### src/rtl/u2c_pkg.sv
// Package for the UTF-8 to CP874 transcoder: transfer payload types and
// the code point and byte constants of the CP874 mapping. No dependencies.
package u2c_pkg;

    // Input transfer: one UTF-8 byte and the end-of-string flag.
    typedef struct packed {
        logic [7:0] in_byte;
        logic       end_of_string;
    } t_in_item;

    // Result transfer: one optional CP874 byte and the end-of-string copy.
    typedef struct packed {
        logic       out_valid;
        logic [7:0] out_byte;
        logic       string_done;
    } t_out_item;

    localparam int CP_W = 21;

    // Thai block and its byte offset.
    localparam logic [CP_W-1:0] CP_THAI_FIRST = 21'h000E01;
    localparam logic [CP_W-1:0] CP_THAI_LAST  = 21'h000E5B;
    localparam logic [CP_W-1:0] CP_ASCII_END  = 21'h000080;
    localparam logic [7:0]      THAI_BYTE_OFS = 8'hA0;

    // Punctuation and symbol code points with a fixed CP874 byte.
    localparam logic [CP_W-1:0] CP_EURO     = 21'h0020AC;
    localparam logic [CP_W-1:0] CP_NBSP     = 21'h0000A0;
    localparam logic [CP_W-1:0] CP_ELLIPSIS = 21'h002026;
    localparam logic [CP_W-1:0] CP_LSQUO    = 21'h002018;
    localparam logic [CP_W-1:0] CP_RSQUO    = 21'h002019;
    localparam logic [CP_W-1:0] CP_LDQUO    = 21'h00201C;
    localparam logic [CP_W-1:0] CP_RDQUO    = 21'h00201D;
    localparam logic [CP_W-1:0] CP_BULLET   = 21'h002022;
    localparam logic [CP_W-1:0] CP_ENDASH   = 21'h002013;
    localparam logic [CP_W-1:0] CP_EMDASH   = 21'h002014;

    localparam logic [7:0] B_EURO     = 8'h80;
    localparam logic [7:0] B_NBSP     = 8'hA0;
    localparam logic [7:0] B_ELLIPSIS = 8'h85;
    localparam logic [7:0] B_LSQUO    = 8'h91;
    localparam logic [7:0] B_RSQUO    = 8'h92;
    localparam logic [7:0] B_LDQUO    = 8'h93;
    localparam logic [7:0] B_RDQUO    = 8'h94;
    localparam logic [7:0] B_BULLET   = 8'h95;
    localparam logic [7:0] B_ENDASH   = 8'h96;
    localparam logic [7:0] B_EMDASH   = 8'h97;

endpackage

### src/rtl/u2c_map.sv
// Code point to CP874 byte mapper, purely combinational.
// Depends on u2c_pkg for the code point and byte constants.
module u2c_map
    import u2c_pkg::*;
(
    input  logic [CP_W-1:0] i_cp,
    output logic            o_hit,
    output logic [7:0]      o_byte
);

    // ASCII and the Thai block are ranges; the symbols are single points.
    always_comb begin
        o_hit  = 1'b1;
        o_byte = 8'h00;
        if (i_cp < CP_ASCII_END) begin
            o_byte = i_cp[7:0];
        end else if (i_cp >= CP_THAI_FIRST && i_cp <= CP_THAI_LAST) begin
            // The low byte of the Thai block is at most 0x5B, so no carry out.
            o_byte = i_cp[7:0] + THAI_BYTE_OFS;
        end else begin
            unique case (i_cp)
                CP_EURO:     o_byte = B_EURO;
                CP_NBSP:     o_byte = B_NBSP;
                CP_ELLIPSIS: o_byte = B_ELLIPSIS;
                CP_LSQUO:    o_byte = B_LSQUO;
                CP_RSQUO:    o_byte = B_RSQUO;
                CP_LDQUO:    o_byte = B_LDQUO;
                CP_RDQUO:    o_byte = B_RDQUO;
                CP_BULLET:   o_byte = B_BULLET;
                CP_ENDASH:   o_byte = B_ENDASH;
                CP_EMDASH:   o_byte = B_EMDASH;
                default:     o_hit  = 1'b0;
            endcase
        end
    end

endmodule

### src/rtl/utf8_to_cp874_transcoder_unit.sv
// Top level of the UTF-8 to CP874 transcoder: decoder state, result
// register with skid stage. Depends on u2c_pkg and u2c_map.
//
//   Channel | Direction | Handshake                | Payload
//   --------+-----------+--------------------------+------------------------
//   in      | input     | i_in_valid / o_in_stall  | i_in_data  (t_in_item)
//   out     | output    | o_out_valid / i_out_stall| o_out_data (t_out_item)
//
// Every input transfer gives exactly one result transfer, from a register.
// One byte is taken each cycle while o_in_stall is low; the rate is set by
// the single decode step that updates the accumulator and the pending count.
// The skid stage holds one result while the output is stalled, so one more
// byte is taken before o_in_stall rises; o_in_stall comes from a register.
// Reset is synchronous and active low and clears the decoder state and both
// result slots.
module utf8_to_cp874_transcoder_unit
    import u2c_pkg::*;
(
    input  logic      i_clk,
    input  logic      i_rst_n,
    input  logic      i_in_valid,
    output logic      o_in_stall,
    input  t_in_item  i_in_data,
    output logic      o_out_valid,
    input  logic      i_out_stall,
    output t_out_item o_out_data
);

    logic [CP_W-1:0] r_code_accum, n_code_accum;
    logic [1:0]      r_bytes_rem, n_bytes_rem;
    logic            r_main_valid, r_skid_valid;
    t_out_item       r_main, r_skid;

    logic            in_xfer, out_xfer;
    logic            have_cp, map_hit;
    logic [CP_W-1:0] cp;
    logic [7:0]      map_byte, b;
    t_out_item       result;

    assign b          = i_in_data.in_byte;
    assign o_in_stall = r_skid_valid;
    assign in_xfer    = i_in_valid && !r_skid_valid;
    assign out_xfer   = r_main_valid && !i_out_stall;

    // UTF-8 decode step: continue a pending sequence or start a new lead.
    always_comb begin
        n_code_accum = r_code_accum;
        n_bytes_rem  = r_bytes_rem;
        have_cp      = 1'b0;
        cp           = '0;
        if (r_bytes_rem != 2'd0 && b[7:6] == 2'b10) begin
            n_code_accum = {r_code_accum[CP_W-7:0], b[5:0]};
            n_bytes_rem  = r_bytes_rem - 2'd1;
            if (n_bytes_rem == 2'd0) begin
                have_cp = 1'b1;
                cp      = n_code_accum;
            end
        end else begin
            // A pending sequence is dropped and this byte is a new lead.
            n_code_accum = '0;
            n_bytes_rem  = 2'd0;
            if (!b[7]) begin
                have_cp = 1'b1;
                cp      = {{(CP_W-8){1'b0}}, b};
            end else if (b[7:5] == 3'b110) begin
                n_code_accum = {{(CP_W-5){1'b0}}, b[4:0]};
                n_bytes_rem  = 2'd1;
            end else if (b[7:4] == 4'b1110) begin
                n_code_accum = {{(CP_W-4){1'b0}}, b[3:0]};
                n_bytes_rem  = 2'd2;
            end else if (b[7:3] == 5'b11110) begin
                n_code_accum = {{(CP_W-3){1'b0}}, b[2:0]};
                n_bytes_rem  = 2'd3;
            end
        end
        if (have_cp) begin
            n_code_accum = '0;
        end
        // An incomplete sequence at the end of a string is dropped.
        if (i_in_data.end_of_string) begin
            n_code_accum = '0;
            n_bytes_rem  = 2'd0;
        end
    end

    u2c_map u_map (
        .i_cp   (cp),
        .o_hit  (map_hit),
        .o_byte (map_byte)
    );

    // Result of this byte; the byte field is zero when nothing is produced.
    always_comb begin
        result.out_valid   = have_cp && map_hit;
        result.out_byte    = (have_cp && map_hit) ? map_byte : 8'h00;
        result.string_done = i_in_data.end_of_string;
    end

    // Decoder state advances on each input transfer.
    always_ff @(posedge i_clk) begin
        if (!i_rst_n) begin
            r_code_accum <= '0;
            r_bytes_rem  <= 2'd0;
        end else if (in_xfer) begin
            r_code_accum <= n_code_accum;
            r_bytes_rem  <= n_bytes_rem;
        end
    end

    // Result register and skid stage.
    always_ff @(posedge i_clk) begin
        if (!i_rst_n) begin
            r_main_valid <= 1'b0;
            r_skid_valid <= 1'b0;
        end else if (out_xfer) begin
            if (r_skid_valid) begin
                r_main       <= r_skid;
                r_skid_valid <= 1'b0;
            end else if (in_xfer) begin
                r_main <= result;
            end else begin
                r_main_valid <= 1'b0;
            end
        end else if (in_xfer) begin
            if (r_main_valid) begin
                r_skid       <= result;
                r_skid_valid <= 1'b1;
            end else begin
                r_main       <= result;
                r_main_valid <= 1'b1;
            end
        end
    end

    assign o_out_valid = r_main_valid;
    assign o_out_data  = r_main;

    // The skid stage only fills behind a waiting result.
    a_skid_behind_main: assert property (@(posedge i_clk) disable iff (!i_rst_n)
        r_skid_valid |-> r_main_valid)
        else $error("skid stage holds a result with the result register empty");

    // A transfer taken while the output stalls lands in the skid stage.
    a_stall_to_skid: assert property (@(posedge i_clk) disable iff (!i_rst_n)
        (in_xfer && r_main_valid && i_out_stall) |=> r_skid_valid)
        else $error("byte taken under output stall was lost");

    // The end of a string leaves the decoder idle.
    a_eos_idle: assert property (@(posedge i_clk) disable iff (!i_rst_n)
        (in_xfer && i_in_data.end_of_string) |=>
        (r_bytes_rem == 2'd0 && r_code_accum == '0))
        else $error("decoder state not cleared at end of string");

    // A dropped character shows a zero byte.
    a_drop_zero: assert property (@(posedge i_clk) disable iff (!i_rst_n)
        (o_out_valid && !o_out_data.out_valid) |-> (o_out_data.out_byte == 8'h00))
        else $error("dropped character carries a nonzero byte");

endmodule

### config.mk
export PLATFORM = sky130hd
export DESIGN_NAME = utf8_to_cp874_transcoder_unit
export DESIGN_NICKNAME = d
export VERILOG_FILES = /design/src/rtl/u2c_pkg.sv /design/src/rtl/u2c_map.sv /design/src/rtl/utf8_to_cp874_transcoder_unit.sv
export SDC_FILE = /design/constraint.sdc
export NUM_CORES = 1
export LEC_CHECK = 0
export ABC_CLOCK_PERIOD_IN_PS = 4400
export BUFFER_PORTS_ARGS = -buffer_cell sky130_fd_sc_hd__buf_2
export CORE_MARGIN = 2
export CORE_UTILIZATION = 35
export CTS_BUF_LIST = sky130_fd_sc_hd__clkbuf_4 sky130_fd_sc_hd__clkbuf_8
export CTS_CLUSTER_SIZE = 10
export DETAILED_ROUTE_END_ITERATION = 16
export PLACE_DENSITY_LB_ADDON = 0.25
export SLEW_MARGIN = 20
export SYNTH_ARGS = -nofsm -noshare
export SYNTH_HDL_FRONTEND = slang
export SYNTH_HIERARCHICAL = 1
export SYNTH_SLANG_ARGS = --single-unit
### constraint.sdc
create_clock -name i_clk -period 4.4 [get_ports i_clk]
set_input_delay 0.88 -clock i_clk [delete_from_list [all_inputs] [get_ports i_clk]]
set_output_delay 0.88 -clock i_clk [all_outputs]
set_load 0.05 [all_outputs]
Word-level counts from Yosys, hierarchy flattened
Index checks and enable logic that the tools add are counted.
- add/sub/neg operators: 2
- reductions and logical operators: 17
- $lt $le $gt $ge: 3
- muxes and demuxes: 35
- bitwise logic cells: 2
- equality and inequality tests: 17
- operator list (operator ; number):
    $eq A21 B14 Y1 const B ; 9
    $pmux W8 S10 ; 1
    $mux W10 ; 5
    $mux W15 ; 3
    $mux W21 ; 2
    $mux W8 ; 3
    $eq A21 B8 Y1 const B ; 1
    $ge A21 B12 Y1 const B ; 1
    $le A21 B12 Y1 const B ; 1
    $lt A21 B8 Y1 const B ; 1
    $mux W2 ; 6
    $mux W1 ; 10
    $mux W5 ; 2
    $reduce_or A10 Y1 ; 1
    $add A8 B8 Y8 const B ; 1
    $reduce_and A4 Y1 ; 2
    $mux W7 ; 1
    $reduce_bool A2 Y1 ; 3
    $eq A5 B5 Y1 const B ; 1
    $logic_and A1 B1 Y1 ; 5
    $eq A4 B4 Y1 const B ; 1
    $mux W4 ; 1
    $ne A2 B2 Y1 const B ; 2
    $eq A3 B3 Y1 const B ; 1
    10 further kinds ; 12
- logic and storage cells: 86
- bits in registers: 39
- input bits: 13

Depth between registers and ports, before layout
- depth after elaboration: 14
- depth in mapped cells: 15
- mapped depth without buffers: 15

Modules after synthesis
Netlist, hierarchy kept.
- modules (own cells, without submodules) (module ; times used ; seq. area each (sq um) ; area an instance (sq um) ; cells an instance):
    utf8_to_cp874_transcoder_unit ; 1 ; 980.9 ; 1798.0 ; 169
    u2c_map ; 1 ; 0.0 ; 555.5 ; 74

Worst setup path before layout
OpenSTA, ideal clock, no wires.
- kind: input to register
- start: in i_in_data[7] (netlist name)
- end: reg r_skid[1] (netlist name), data pin
- setup time: 0.255 ns
- cell stages on the path: 14
- data arrival time: 3.552 ns
- setup slack: 0.593 ns
- data required time: 4.145 ns
- cell sequence: buf_6 -> and4bb_4 -> clkbuf_1 -> nand2_1 -> o21ai_0 -> ha_1 -> nor3_1 -> o22ai_1 -> o21ai_0 -> a41o_1 -> or3_1 -> a21bo_2 -> inv_2 -> and2_1
- RTL lines (item ; RTL line ; RTL):
    from (decl) ; utf8_to_cp874_transcoder_unit.sv:23 ; input t_in_item i_in_data,
    to (signal assigned) ; utf8_to_cp874_transcoder_unit.sv:126 ; r_skid <= result;
    to (decl) ; utf8_to_cp874_transcoder_unit.sv:32 ; t_out_item r_main, r_skid;

==> summary.txt <==
Clock Tree Root = clkbuf_8
Relative slew slack = 39.2%
Nets = 287
Max clock buf depth = 2
Top post-synthesis cells by area = edfxtp_1, dfxtp_1, and2_1
Max-Cap Viols = 0
Die area = 0.00740 mm2
Critical path arrival = 3.82 ns
# IOs = 25
Number of synthesized flops with an enable pin = 20
Vias in the first global route = 1819
Routability cong. = 0.951
Multi-input logic area = 0.00127 mm2
1st-pass router iterations = 6
Ys Warns = 6
Vias = 1940
Final WL = 5.03 mm
PortBufs = 24
Iteration-0 DRC Markers = 115
Sequential fraction of the synthesis area = 41.7%
Worst skew pair latency = 0.29 ns
Final Hold Fails = 0
Async SR Flop Fraction = 0%
Top_reg_cell synth = edfxtp_1
Wire length per cell = 14.5 um
Skew final = 0.00431 ns
Pleak = 1.01 nW
Pin count of the biggest net entering global routing = 17
Hold crit path type = register to register
Die height = 86 um
FF/Latch Area = 981 um2
DP Cell Count = 338
Outcome = finished, final reports clean
Measured slew at the worst slew-check pin = 0.911 ns
Setup violations, final = 0
Core Box Area = 0.00642 mm2
Filler Cell Count = 639
Total gr overflow = 0
Number of setup buffers added after CTS = 0
Post-Synthesis Cells = 243
Synth area leader = edfxtp_1
Htree depth = 2
Startpoint Class = input pin
Clk slew on worst S/H paths = 0.07 ns
CP max FO = 11
Hold Buf Count CTS = 0
Final slew viol count = 0
Required @ worst endpoint = 4.45 ns
Post-CTS Resized = 0
Synth top cells by count = and2_1, nand2_1, edfxtp_1
FF+latch count, synth = 39
Yosys cell types = 56
Fmax = 265 MHz
Crit Path Class = input pin to register
Initial Util = 36.6%
Syn Area/Cell = 9.69 um2
Cell area after synthesis = 0.00235 mm2
First-pass GRT wire length = 8.54 mm
Peak VDD IR = 0.202 mV
Final non-filler cell total = 346
Synth top area share = 25.5%
CTS buffer count = 5
Die X-Extent = 86 um
Post-layout min period = 3.77 ns
Unrepaired setup endpoints after global routing = false
Antenna cells = 0
DR DRC count = 0
Syn Nets = 262
Final Cycle Share = 85.7%
CP endpoint kind = register
Post-DP HPWL = 3.74 mm
Initial antenna violation count = 0
Site Rows = 29
Setup TNS = 0 ns
Total Routing Usage GR = 14.4%
P&R area growth vs syn = 10.9%
Post-DR vias/cell = 5.61
Clk sinks = 39
Layout cells sized above 1 = 19.7%
CTS tree = done
PD cells = 285 mW/mm2
Final ANT Viol Nets = 0
[critical path: stages]
cell	delay [ns]
buf_2	0.16
or3b_1	0.42
nand2_1	0.16
and2_1	0.32
ha_1	0.24
nor3_1	0.07
o22ai_1	0.15
o21ai_0	0.13
a41o_1	0.34
or3_1	0.38
a21bo_2	0.31
inv_2	0.10
and2_1	0.17
[kinds of logic after synthesis]
| logic type | synth area share, % |
|---|---|
| AOI/OAI and AO/OA | 19.5 |
| xor gates and xnor gates | 0.372 |
| adders and majority gates | 3.19 |
| buffers and inverters | 4.78 |
| DFF | 41.7 |
| muxes | 0.478 |
| and+or+nand+nor | 30.0 |
[final timing paths]
| kind | to | cells past startpoint | slack (ns) | startpoint |
|---|---|---|---|---|
| hold reg to reg | r_code_accum[9] | 1 | 0.48 | r_code_accum[9] |
| hold / removal | r_code_accum[9] | 1 | 0.48 | r_code_accum[9] |
| setup reg to reg | r_skid[7] | 14 | 0.71 | r_bytes_rem[0] |
| setup / recovery | r_skid[7] | 13 | 0.63 | i_in_data[7] |
[report_power, final]
part / internal, mW / leakage, nW / total (mW) / switching [mW]
Combinational: 0.0352 / 0.627 / 0.113 / 0.0782
Clock: 0.115 / 0.0460 / 0.234 / 0.119
Sequential: 0.392 / 0.337 / 0.397 / 0.00587
[sequential cells by signal (all words and copies together) (netlist names)]
name and count:
o_out_data 10, r_skid 10, o_out_valid 1, r_code_accum 15, o_in_stall 1, r_bytes_rem 2
[layout by cell type (no fill, tap or decap), types with 4 or more instances in the layout]
cell | synthesis | routed
nor2_1 | 13 | 13
nand3_1 | 4 | 4
dfxtp_1 | 19 | 19
nor3_1 | 4 | 4
buf_2 | 2 | 24
a22o_1 | 13 | 13
and2_1 | 30 | 30
o21ai_0 | 6 | 6
inv_1 | 7 | 7
o2bb2ai_1 | 4 | 4
edfxtp_1 | 20 | 20
ha_1 | 6 | 6
a21oi_1 | 8 | 8
clkbuf_8 | 0 | 5
nand2_1 | 30 | 30
o21ai_1 | 9 | 9
a32o_1 | 4 | 4
[metal layers]
metal / share of wire, % / GRT usage [%]
met3: 4.9 / 3.27
met5: 0 / 0
met4: 1.5 / 5.05
met1: 49 / 19.1
met2: 44 / 22.9
[final cells by class]
class,instances,area share [%]
Inverter,9,1.49
Tap cell,77,3.69
Clock inverter,2,0.336
Multi-Input combinational cell,186,48.5
Timing Repair Buffer,27,5.47
Clock buffer,6,2.92
Sequential cell,39,37.6
[through the flow]
step	cell area [um2]	hold slack (ns)	worst slack (ns)	util [%]	power, mW
finish	2610	0.476	0.628	40.6	0.745
global route	2610	0.491	0.404	40.6	0.780
CTS	2610	0.479	0.652	40.6	0.753
detailed placement	2520	0.457	0.359	39.3	0.517
global placement	2520	0.459	0.391	39.3	0.518
floorplan	2350	0.440	0.593	-	0.490
No activity file was read; power rests on OpenSTA's default activity.
